==> config.mk <==
export PLATFORM = sky130hd
export DESIGN_NAME = rgb_to_rgbw_pixel_converter_top
export DESIGN_NICKNAME = d
export VERILOG_FILES = /design/src/rtl/core/rgbw_pkg.sv /design/src/rtl/core/rgbw_cfg_regs.sv /design/src/rtl/core/rgbw_select.sv /design/src/rtl/core/rgbw_reduce.sv /design/src/rtl/core/rgbw_finish.sv /design/src/rtl/core/rgb_to_rgbw_pixel_converter_top.sv
export SDC_FILE = /design/constraint.sdc
export NUM_CORES = 2
export LEC_CHECK = 0
export BUFFER_PORTS_ARGS = -buffer_cell sky130_fd_sc_hd__buf_2
export CAP_MARGIN = 25
export CORE_MARGIN = 3
export CORE_UTILIZATION = 46
export CTS_CLUSTER_SIZE = 20
export DETAILED_ROUTE_END_ITERATION = 8
export GPL_TIMING_DRIVEN = 0
export SETUP_SLACK_MARGIN = 0.4
export SYNTH_ARGS = -nofsm -noshare
export SYNTH_HDL_FRONTEND = slang
export SYNTH_SLANG_ARGS = --single-unit
==> constraint.sdc <==
create_clock -name clk -period 6.9 [get_ports clk]
set_input_delay 1.38 -clock clk [delete_from_list [all_inputs] [get_ports clk]]
set_output_delay 1.38 -clock clk [all_outputs]
set_load 0.03 [all_outputs]
==> src/rtl/core/rgbw_pkg.sv <==
// Shared types and constants for the RGB to RGBW pixel converter.
// No dependencies; imported by every module of the block.
`default_nettype none
package rgbw_pkg;

  localparam int unsigned NumRegs  = 8;
  localparam int unsigned AddrW    = 5;
  localparam int unsigned RegIdxW  = 3;

  typedef enum logic [RegIdxW-1:0] {
    REG_WHITE_ENABLE   = 3'd0,
    REG_TEMP_RED       = 3'd1,
    REG_TEMP_GREEN     = 3'd2,
    REG_TEMP_BLUE      = 3'd3,
    REG_BLUE_COMP      = 3'd4,
    REG_RED_POSITION   = 3'd5,
    REG_GREEN_POSITION = 3'd6,
    REG_BLUE_POSITION  = 3'd7
  } reg_idx_t;

  typedef enum logic [1:0] {
    SLOT_ZERO = 2'd0,
    SLOT_ONE  = 2'd1,
    SLOT_TWO  = 2'd2,
    SLOT_NONE = 2'd3
  } slot_t;

  // Reciprocal of five, exact for dividends below 2**14
  localparam logic [11:0] RecipFive = 12'd3277;
  localparam int unsigned RecipFiveShift = 14;
  localparam logic [16:0] RoundHalf = 17'd127;

  typedef struct packed {
    logic       white_enable;
    logic [7:0] temp_red;
    logic [7:0] temp_green;
    logic [7:0] temp_blue;
    logic       blue_comp;
    logic [1:0] red_position;
    logic [1:0] green_position;
    logic [1:0] blue_position;
  } cfg_t;

  typedef struct packed {
    logic       valid;
    logic [7:0] red;
    logic [7:0] green;
    logic [7:0] blue;
    logic [7:0] white;
  } pix_t;

endpackage
`default_nettype wire

==> src/rtl/core/rgbw_cfg_regs.sv <==
// APB-style configuration register file for the converter.
// Depends on rgbw_pkg for the register map and the cfg_t struct.
`default_nettype none
module rgbw_cfg_regs (
  input  wire logic                      clk,
  input  wire logic                      rst_n,
  input  wire logic                      psel,
  input  wire logic                      penable,
  input  wire logic                      pwrite,
  input  wire logic [rgbw_pkg::AddrW-1:0] paddr,
  input  wire logic [31:0]               pwdata,
  output logic      [31:0]               prdata,
  output logic                           pready,
  output rgbw_pkg::cfg_t                 cfg
);
  import rgbw_pkg::*;

  cfg_t     cfg_r;
  cfg_t     cfg_nxt;
  reg_idx_t idx;
  logic     wr_en;

  assign pready = 1'b1;
  assign idx    = reg_idx_t'(paddr[AddrW-1:2]);
  assign wr_en  = psel & penable & pwrite & pready;
  assign cfg    = cfg_r;

  always_comb begin
    cfg_nxt = cfg_r;
    if (wr_en) begin
      case (idx)
        REG_WHITE_ENABLE:   cfg_nxt.white_enable   = pwdata[0];
        REG_TEMP_RED:       cfg_nxt.temp_red       = pwdata[7:0];
        REG_TEMP_GREEN:     cfg_nxt.temp_green     = pwdata[7:0];
        REG_TEMP_BLUE:      cfg_nxt.temp_blue      = pwdata[7:0];
        REG_BLUE_COMP:      cfg_nxt.blue_comp      = pwdata[0];
        REG_RED_POSITION:   cfg_nxt.red_position   = pwdata[1:0];
        REG_GREEN_POSITION: cfg_nxt.green_position = pwdata[1:0];
        REG_BLUE_POSITION:  cfg_nxt.blue_position  = pwdata[1:0];
        default:            cfg_nxt = cfg_r;
      endcase
    end
  end

  always_ff @(posedge clk) begin
    if (!rst_n) begin
      cfg_r.white_enable   <= 1'b0;
      cfg_r.temp_red       <= 8'd255;
      cfg_r.temp_green     <= 8'd177;
      cfg_r.temp_blue      <= 8'd109;
      cfg_r.blue_comp      <= 1'b0;
      cfg_r.red_position   <= SLOT_ONE;
      cfg_r.green_position <= SLOT_ZERO;
      cfg_r.blue_position  <= SLOT_TWO;
    end else begin
      cfg_r <= cfg_nxt;
    end
  end

  always_comb begin
    prdata = 32'd0;
    case (idx)
      REG_WHITE_ENABLE:   prdata = {31'd0, cfg_r.white_enable};
      REG_TEMP_RED:       prdata = {24'd0, cfg_r.temp_red};
      REG_TEMP_GREEN:     prdata = {24'd0, cfg_r.temp_green};
      REG_TEMP_BLUE:      prdata = {24'd0, cfg_r.temp_blue};
      REG_BLUE_COMP:      prdata = {31'd0, cfg_r.blue_comp};
      REG_RED_POSITION:   prdata = {30'd0, cfg_r.red_position};
      REG_GREEN_POSITION: prdata = {30'd0, cfg_r.green_position};
      REG_BLUE_POSITION:  prdata = {30'd0, cfg_r.blue_position};
      default:            prdata = 32'd0;
    endcase
  end

endmodule
`default_nettype wire

==> src/rtl/core/rgbw_select.sv <==
// Stages one and two: cross products of the colours with the temperature,
// then choice of the white byte. Depends on rgbw_pkg.
`default_nettype none
module rgbw_select (
  input  wire logic           clk,
  input  wire logic           rst_n,
  input  wire rgbw_pkg::cfg_t cfg,
  input  wire logic           req_valid,
  input  wire logic [7:0]     red,
  input  wire logic [7:0]     green,
  input  wire logic [7:0]     blue,
  output rgbw_pkg::pix_t      pix
);
  import rgbw_pkg::*;

  logic        s1_valid_r;
  logic [7:0]  s1_red_r, s1_green_r, s1_blue_r;
  logic [15:0] rg_r, gr_r, rb_r, br_r, gb_r, bg_r;
  logic        red_min, green_min;
  pix_t        s2_r;
  pix_t        s2_nxt;

  always_ff @(posedge clk) begin
    if (!rst_n) begin
      s1_valid_r <= 1'b0;
    end else begin
      s1_valid_r <= req_valid;
    end
  end

  always_ff @(posedge clk) begin
    s1_red_r   <= red;
    s1_green_r <= green;
    s1_blue_r  <= blue;
    rg_r       <= red   * cfg.temp_green;
    gr_r       <= green * cfg.temp_red;
    rb_r       <= red   * cfg.temp_blue;
    br_r       <= blue  * cfg.temp_red;
    gb_r       <= green * cfg.temp_blue;
    bg_r       <= blue  * cfg.temp_green;
  end

  assign red_min   = (rg_r <= gr_r) && (rb_r <= br_r);
  assign green_min = (gb_r <= bg_r);

  always_comb begin
    s2_nxt       = '0;
    s2_nxt.valid = s1_valid_r;
    s2_nxt.red   = s1_red_r;
    s2_nxt.green = s1_green_r;
    s2_nxt.blue  = s1_blue_r;
    if (!cfg.white_enable) begin
      s2_nxt.white = 8'd0;
    end else if (red_min) begin
      s2_nxt.white = s1_red_r;
    end else if (green_min) begin
      s2_nxt.white = s1_green_r;
    end else begin
      s2_nxt.white = s1_blue_r;
    end
  end

  always_ff @(posedge clk) begin
    if (!rst_n) begin
      s2_r.valid <= 1'b0;
    end else begin
      s2_r.valid <= s2_nxt.valid;
    end
    s2_r.red   <= s2_nxt.red;
    s2_r.green <= s2_nxt.green;
    s2_r.blue  <= s2_nxt.blue;
    s2_r.white <= s2_nxt.white;
  end

  assign pix = s2_r;

endmodule
`default_nettype wire

==> src/rtl/core/rgbw_reduce.sv <==
// Stages three and four: white times temperature, rounded divide by 255
// and clamped subtraction from each colour. Depends on rgbw_pkg.
`default_nettype none
module rgbw_reduce (
  input  wire logic           clk,
  input  wire logic           rst_n,
  input  wire rgbw_pkg::cfg_t cfg,
  input  wire rgbw_pkg::pix_t pix_in,
  output rgbw_pkg::pix_t      pix_out
);
  import rgbw_pkg::*;

  pix_t        s3_r;
  logic [16:0] wr_r, wg_r, wb_r;
  logic [7:0]  loss_red, loss_green, loss_blue;
  pix_t        s4_r;
  pix_t        s4_nxt;

  function automatic logic [7:0] div255(input logic [16:0] x);
    logic [16:0] sum;
    sum = x + {8'd0, x[16:8]} + 17'd1;
    return sum[15:8];
  endfunction

  function automatic logic [7:0] clamp_sub(input logic [7:0] c, input logic [7:0] l);
    return (l >= c) ? 8'd0 : (c - l);
  endfunction

  always_ff @(posedge clk) begin
    if (!rst_n) begin
      s3_r.valid <= 1'b0;
    end else begin
      s3_r.valid <= pix_in.valid;
    end
    s3_r.red   <= pix_in.red;
    s3_r.green <= pix_in.green;
    s3_r.blue  <= pix_in.blue;
    s3_r.white <= pix_in.white;
    wr_r <= {1'b0, {8'd0, pix_in.white} * {8'd0, cfg.temp_red}}   + RoundHalf;
    wg_r <= {1'b0, {8'd0, pix_in.white} * {8'd0, cfg.temp_green}} + RoundHalf;
    wb_r <= {1'b0, {8'd0, pix_in.white} * {8'd0, cfg.temp_blue}}  + RoundHalf;
  end

  assign loss_red   = div255(wr_r);
  assign loss_green = div255(wg_r);
  assign loss_blue  = div255(wb_r);

  always_comb begin
    s4_nxt       = s3_r;
    s4_nxt.red   = clamp_sub(s3_r.red,   loss_red);
    s4_nxt.green = clamp_sub(s3_r.green, loss_green);
    s4_nxt.blue  = clamp_sub(s3_r.blue,  loss_blue);
  end

  always_ff @(posedge clk) begin
    if (!rst_n) begin
      s4_r.valid <= 1'b0;
    end else begin
      s4_r.valid <= s4_nxt.valid;
    end
    s4_r.red   <= s4_nxt.red;
    s4_r.green <= s4_nxt.green;
    s4_r.blue  <= s4_nxt.blue;
    s4_r.white <= s4_nxt.white;
  end

  assign pix_out = s4_r;

endmodule
`default_nettype wire

==> src/rtl/core/rgbw_finish.sv <==
// Stage five: blue correction of the white byte and slot placement,
// into the output registers. Depends on rgbw_pkg.
`default_nettype none
module rgbw_finish (
  input  wire logic           clk,
  input  wire logic           rst_n,
  input  wire rgbw_pkg::cfg_t cfg,
  input  wire rgbw_pkg::pix_t pix_in,
  output logic                out_valid,
  output logic [7:0]          out_slot_zero,
  output logic [7:0]          out_slot_one,
  output logic [7:0]          out_slot_two,
  output logic [7:0]          out_white
);
  import rgbw_pkg::*;

  logic [10:0] five_w;
  logic [10:0] diff;
  logic [22:0] quot;
  logic [7:0]  white_nxt;
  logic [7:0]  slot0_nxt, slot1_nxt, slot2_nxt;
  logic        valid_r;
  logic [7:0]  slot0_r, slot1_r, slot2_r, white_r;

  function automatic logic [7:0] pick(input pix_t p, input cfg_t c, input slot_t s);
    logic [7:0] v;
    v = 8'd0;
    if (slot_t'(c.red_position) == s) v = p.red;
    if (slot_t'(c.green_position) == s) v = p.green;
    if (slot_t'(c.blue_position) == s) v = p.blue;
    return v;
  endfunction

  assign five_w = {pix_in.white, 2'b00} + {3'd0, pix_in.white};
  assign diff   = five_w - {3'd0, pix_in.blue};
  assign quot   = diff * RecipFive;

  always_comb begin
    white_nxt = pix_in.white;
    if (cfg.white_enable && cfg.blue_comp) begin
      white_nxt = (five_w > {3'd0, pix_in.blue}) ?
                  quot[RecipFiveShift+7:RecipFiveShift] : 8'd0;
    end
  end

  assign slot0_nxt = pick(pix_in, cfg, SLOT_ZERO);
  assign slot1_nxt = pick(pix_in, cfg, SLOT_ONE);
  assign slot2_nxt = pick(pix_in, cfg, SLOT_TWO);

  always_ff @(posedge clk) begin
    if (!rst_n) begin
      valid_r <= 1'b0;
    end else begin
      valid_r <= pix_in.valid;
    end
    slot0_r <= slot0_nxt;
    slot1_r <= slot1_nxt;
    slot2_r <= slot2_nxt;
    white_r <= white_nxt;
  end

  assign out_valid     = valid_r;
  assign out_slot_zero = slot0_r;
  assign out_slot_one  = slot1_r;
  assign out_slot_two  = slot2_r;
  assign out_white     = white_r;

endmodule
`default_nettype wire

==> src/rtl/core/rgb_to_rgbw_pixel_converter_top.sv <==
// Top level of the RGB to RGBW pixel converter.
// Instantiates rgbw_cfg_regs, rgbw_select, rgbw_reduce and rgbw_finish.
//
// One pixel is taken every clock (busy is always low) and its result
// appears on the out_ ports, marked by out_valid, after it has passed
// through the cross products, white choice, white times temperature,
// clamped subtraction, then blue correction and slot placement, one
// register stage each. The receiver cannot stall, so results must be taken
// as they come. Change configuration only while no request is in flight.
`default_nettype none
module rgb_to_rgbw_pixel_converter_top (
  input  wire logic                      clk,
  input  wire logic                      rst_n,
  input  wire logic                      start,
  output logic                           busy,
  input  wire logic [7:0]                in_red,
  input  wire logic [7:0]                in_green,
  input  wire logic [7:0]                in_blue,
  output logic                           out_valid,
  output logic [7:0]                     out_slot_zero,
  output logic [7:0]                     out_slot_one,
  output logic [7:0]                     out_slot_two,
  output logic [7:0]                     out_white,
  input  wire logic                      psel,
  input  wire logic                      penable,
  input  wire logic                      pwrite,
  input  wire logic [rgbw_pkg::AddrW-1:0] paddr,
  input  wire logic [31:0]               pwdata,
  output logic      [31:0]               prdata,
  output logic                           pready
);
  import rgbw_pkg::*;

  cfg_t cfg;
  pix_t sel_pix;
  pix_t red_pix;

  assign busy = 1'b0;

  rgbw_cfg_regs u_cfg (
    .clk     (clk),
    .rst_n   (rst_n),
    .psel    (psel),
    .penable (penable),
    .pwrite  (pwrite),
    .paddr   (paddr),
    .pwdata  (pwdata),
    .prdata  (prdata),
    .pready  (pready),
    .cfg     (cfg)
  );

  rgbw_select u_select (
    .clk       (clk),
    .rst_n     (rst_n),
    .cfg       (cfg),
    .req_valid (start & ~busy),
    .red       (in_red),
    .green     (in_green),
    .blue      (in_blue),
    .pix       (sel_pix)
  );

  rgbw_reduce u_reduce (
    .clk     (clk),
    .rst_n   (rst_n),
    .cfg     (cfg),
    .pix_in  (sel_pix),
    .pix_out (red_pix)
  );

  rgbw_finish u_finish (
    .clk           (clk),
    .rst_n         (rst_n),
    .cfg           (cfg),
    .pix_in        (red_pix),
    .out_valid     (out_valid),
    .out_slot_zero (out_slot_zero),
    .out_slot_one  (out_slot_one),
    .out_slot_two  (out_slot_two),
    .out_white     (out_white)
  );

endmodule
`default_nettype wire
Word level (Yosys, flattened, before mapping). Cells that the tools add are included.

Muxes and demuxes: 14. Reduce and logical (&&, ||, !) cells: 14. $lt $le $gt $ge: 7. $add $sub $neg: 14. Multipliers: 10. Equal/unequal tests: 13. Bitwise gates (word level): 2.

Operator list (count): $pmux 32 s8 (1); $mul 8x8->16 (9); $mux 8 (13); $add 16x7->17 const B (3); $add 16x1->16 const B (3); $add 16x9->16 (3); $le 16x16->1 (3); $ge 8x8->1 (3); $sub 8x8->8 (3); $mul 11x12->22 const B (1); $reduce_and 2->1 (8); $eq 3x3->1 const B (4); $add 10x8->11 (1); $gt 11x8->1 (1); $sub 11x8->11 (1); $eq 2x1->1 const B (3); $eq 2x2->1 const B (3); $eq 3x2->1 const B (2); $logic_not 2->1 (3); $eq 3x1->1 const B (1); $logic_not 3->1 (1); $and 1x1->1 (2); $logic_and 1x1->1 (2).

Logic and storage cells: 115. Output and inout bits: 67. Register bits after elaboration: 336.

Logic depth before layout (Yosys ltp).
Depth after elaboration: 5. Depth in mapped cells: 32. Depth with buffers taken out: 31.

Modules after synthesis. A second synthesis with hierarchy kept.

Cell total of the unflattened synthesis: 3702. Area, all modules: 34340.4 um^2.

Modules (own cells, without submodules): rgbw_select (area an instance 17067.6 um^2, cells an instance 1820, times used 1, sequential area each 3083.0 um^2); rgbw_reduce (area an instance 11353.4 um^2, cells an instance 1218, times used 1, sequential area each 2342.2 um^2); rgbw_finish (area an instance 4151.5 um^2, cells an instance 466, times used 1, sequential area each 660.6 um^2); rgbw_cfg_regs (area an instance 1756.7 um^2, cells an instance 196, times used 1, sequential area each 640.6 um^2); rgb_to_rgbw_pixel_converter_top (area an instance 11.3 um^2, cells an instance 2, times used 1, sequential area each 0.0 um^2).

Worst setup path before layout. Ideal clock, no wire load.

Path type: register to register. From: reg u_reduce.s4_r (netlist bit u_reduce.pix_out[2]). To: reg u_finish.white_r[1] (netlist: u_finish.out_white[1]). Data arrival time: 6.238 ns. Clock period less this slack: 6.363 ns. Stages on the path, launching flop included: 29. Library setup time: 0.125 ns. Slack: 0.537 ns. Cells stage by stage: dfxtp_1 > ha_1 > inv_1 > fa_1 > nor2b_1 > o21ai_0 > nand2b_1 > xor2_1 > ha_1 > nor3_1 > nor2_1 > o21a_1 > o221ai_1 > o21ai_1 > xor2_1 > ha_1 > inv_1 > fa_1 > fa_1 > inv_1 > fa_1 > fa_1 > ha_1 > a211o_1 > o311a_1 > a21o_2 > and4_1 > o31ai_1 > o21ai_1.

Longest elaborated chain between the ends: 5. Elaborated cells on any way between the ends: 6. Those cells by class: 2 x add/sub; 1 x mul; 1 x order compare; 2 x mux.

RTL lines: start, declared (line rgbw_reduce.sv:16) `pix_t s4_r;`; $add 10x8->11 * (line rgbw_finish.sv:34) `assign five_w = {pix_in.white, 2'b00} + {3'd0, pix_in.white};`; $sub 11x8->11 (line rgbw_finish.sv:35) `assign diff = five_w - {3'd0, pix_in.blue};`; $mul 11x12->22 (line rgbw_finish.sv:36) `assign quot = diff * RecipFive;`; $mux 8 * (line rgbw_finish.sv:41) `white_nxt = (five_w > {3'd0, pix_in.blue}) ?`; $mux 8 * (line rgbw_finish.sv:40) `if (cfg.white_enable && cfg.blue_comp) begin`; named net u_finish.white_nxt[1] (line rgbw_finish.sv:20) `logic [7:0] white_nxt;`; end signal, assigned (line rgbw_finish.sv:59) `white_r <= white_nxt;`; end, declared (line rgbw_finish.sv:23) `logic [7:0] slot0_r, slot1_r, slot2_r, white_r;`.

The timed path passes the listed nets; every way through them passes the cells marked *. A chain may end at the register's enable or synchronous reset.

Worst setup path after layout.
From: reg u_reduce.s4_r (netlist bit u_reduce.pix_out[0]). To: reg u_finish.white_r[1] (netlist: u_finish.out_white[1]).

Same word-level chain as after synthesis.

==> flow_metrics.tcl <==
set metrics [dict create \
    drt_iter0_drc 1819 \
    synthAdderAreaFrac_pct 41.58 \
    gp_congestion 0.9421 \
    portBuffers 77 \
    cts_tree "yes" \
    wl_per_cell_um 18.94 \
    numCtsBuffers 40 \
    status "complete, no violations" \
    most-common-layout-cells "inv_1, ha_1, nand2_1" \
    setup_ws_ns 0.2907 \
    dp_hpwl_um 73790 \
    clock-sinks 336 \
    drt-pass1-iter-count 6 \
    p_leak_nw 18.58 \
    die_y_um 275.2 \
    seq_area_frac_synth_pct 20.18 \
    synthXorXnorAreaFrac_pct 3.967 \
    avgSynthCellArea_um2 9.094 \
    tightest_slew_ns 1.058 \
    path_max_fanout 5 \
    worst_ep_arrival_time_ns 7.06 \
    synth_area_um2 33340 \
    cap_violations 0 \
    die_width_um 275.2 \
    ant_nets 0 \
    grt_pass1_wl_um 144300 \
    postCtsHoldBufs 0 \
    grt_max_degree 16 \
    cp_top_family "adder cells" \
    grt_pass1_vias 25590 \
    async_flop_share_pct 0 \
    cts_max_level 2 \
    power_density_nw_per_um2 420.3 \
    antenna_found_initial 8 \
    start_kind "register" \
    clkTransAtPathRegs_ns 0.06 \
    preCtsSetupSlack_ns -0.4763 \
    critPathMaxStageDelay_ns 0.53 \
    synthMuxAreaShare_pct 0.6080 \
    drive_gt1_share_pct 7.577 \
    overflow 0 \
    synth-simple-area-share_pct 15.60 \
    initial_core_util_pct 46.55 \
    routed_via_density 5.254 \
    clk_latency_ns 0.60 \
    synth_top_family_by_area "adder cells" \
    clock_path_buffers 3 \
    ir_drop_v 0.001393 \
    clock_skew_ns 0.03584 \
    via_count 25340 \
    nNetsFinal 4783 \
    critical_path_class "reg -> reg" \
    drc_errors 0 \
    layout_commonest_cell "inv_1" \
    pin_count 134 \
    rsz0062_at_grt "true" \
    maxClockFrequency_mhz 151.3 \
    ys.flop_type "dfxtp_1" \
    worstSetupEndpointType "register" \
    track_usage_pct 24.83 \
    die_area_um2 75740 \
    ys_ff_latch 336 \
    area_growth_pct 11.06 \
    finalSetupTns_ns 0 \
    synth_edf_count 0 \
    maxSlewViolCount 0 \
    synth_compound_area_share_pct 9.364 \
    final_util_pct 51.70 \
    layout_min_cycle_time_ns 6.609 \
    syn_inst 3666 \
    critPathRequiredTime_ns 7.35 \
    fp.coreArea_um2 71610 \
    root_buffer "clkbuf_16" \
    drt_wl_total_um 91380 \
    setup_viol 0 \
    slowest_stage "fa_1" \
    rows 98 \
    yosys_warnings 0 \
    relSlewSlack_pct 29.47 \
    hold_viol_final 0 \
    finalCritPeriodShare_pct 95.79 \
    critPathBufInv 4 \
    synthDistinctLibCells 70 \
    hold_class "reg -> reg" \
]
==> cell type report <==
class | count | area (um2)
Timing Repair Buffer | 103 | 591.8
Buffer | 140 | 634.4
Tap cell | 950 | 1189
Clock inverter | 25 | 309.0
Sequential cell | 336 | 6743
Inverter | 605 | 2271
Fill cell | 6838 | 34580
Antenna cell | 7 | 17.52
Clock buffer | 49 | 1085
Multi-Input combinational cell | 2609 | 24180
==> synth_stat cells, drive strengths merged, types with 7 or more instances <==
cell type / instances / area share [%]
nand4: 22 / 0.41
nand3: 50 / 0.75
or3: 11 / 0.21
o21ai: 74 / 1.1
mux2i: 18 / 0.54
fa: 378 / 23
or2: 8 / 0.15
o21bai: 11 / 0.25
nor3b: 9 / 0.20
a31oi: 10 / 0.23
clkbuf: 111 / 1.2
xor2: 26 / 0.68
o31ai: 7 / 0.16
buf: 29 / 0.62
a41o: 7 / 0.21
nor2b: 32 / 0.60
a31o: 8 / 0.21
o311a: 9 / 0.27
and2: 282 / 5.3
o41a: 9 / 0.30
nand2b: 7 / 0.13
a211o: 7 / 0.18
a21oi: 121 / 1.8
a21o: 45 / 1.0
and3: 12 / 0.23
a221oi: 18 / 0.47
nor4: 8 / 0.15
ha: 503 / 19
xnor2: 125 / 3.3
o211ai: 10 / 0.23
nor3: 49 / 0.74
a21boi: 21 / 0.47
dfxtp: 336 / 20
o41ai: 13 / 0.39
nand2: 425 / 4.8
inv: 604 / 6.8
a22oi: 12 / 0.27
nor2: 151 / 1.7
o21a: 28 / 0.63
a211oi: 14 / 0.32
==> through the flow <==
step           cell area (um2)  power, mW  std cells  hold slack (ns)
2_1_floorplan            33430      9.747       3690           0.3096
3_3_place_gp             35000      11.73       4717           0.3104
3_5_place_dp             35020      11.79       4718           0.3121
4_1_cts                  36770      15.02       4806           0.3158
5_1_grt                  37010      17.26       4817           0.3274
6_report                 37020      15.56       4824           0.3230
==> worst register-to-register path, cell delays in order, from the launching register on <==
cell	delay [ns]
dfxtp_4	0.36
ha_4	0.14
inv_2	0.04
fa_2	0.38
xnor2_2	0.15
ha_1	0.36
buf_6	0.14
o21a_1	0.16
o31a_1	0.14
o21a_1	0.19
nor2_2	0.16
xnor2_2	0.16
ha_2	0.24
fa_2	0.47
fa_1	0.54
inv_1	0.06
fa_1	0.53
inv_1	0.04
ha_1	0.29
ha_2	0.21
or3_4	0.39
a211o_1	0.29
o311a_4	0.15
a21o_4	0.26
and4_4	0.19
o31ai_4	0.29
o21ai_1	0.13
==> cell families after synthesis <==
logic type,count (synthesis)
mux,20
simple gates,1076
compound gates,455
other cells,2
flops,336
fa+ha+maj,881
buf+inv,745
xor+xnor,151
==> layer usage <==
metal  track usage [%]  wire [um]  vias up
li1                  -          -    12080
met1             33.15      38820    12210
met2             39.27      40170      872
met3             5.346       8036      180
met4             9.825       4347        2
met5                 0         13        -
==> final timing paths <==
kind	startpoint	to	slack (ns)	cells after the start
worst min register to register	u_reduce.s3_r[2]	u_reduce.pix_out[2]	0.32	0
worst max-delay path	u_reduce.pix_out[0]	u_finish.out_white[1]	0.29	26
worst min-delay path	u_reduce.s3_r[2]	u_reduce.pix_out[2]	0.32	0
worst max register to register	u_reduce.pix_out[0]	u_finish.out_white[1]	0.29	26
==> sequential cells by signal (all words and copies together), names as in the netlist, 8 cells and up <==
name	cells
u_reduce.wb_r	17
u_finish.out_slot_two	8
u_finish.out_white	8
u_select.rb_r	16
u_select.s1_red_r	8
u_select.br_r	16
u_select.rg_r	16
u_select.s1_green_r	8
u_finish.out_slot_zero	8
u_reduce.s3_r	33
u_reduce.wr_r	17
u_select.gb_r	16
u_finish.out_slot_one	8
u_reduce.wg_r	17
u_select.bg_r	16
u_select.s1_blue_r	8
u_select.gr_r	16
u_select.pix	33
u_reduce.pix_out	33
u_cfg.cfg	32
==> where the power goes <==
part	switching (mW)	internal, mW	total (mW)
Combinational	5.95	4.92	10.9
Sequential	0.149	2.32	2.47
Clock	0.923	1.29	2.22
==> timing repair <==
item                       4_1_cts  5_1_grt
resized for setup               54       38
pin swaps                       28       39
setup endpoints to repair        8        8
buffers inserted                14       11
Power figures use the tool's default switching activity.
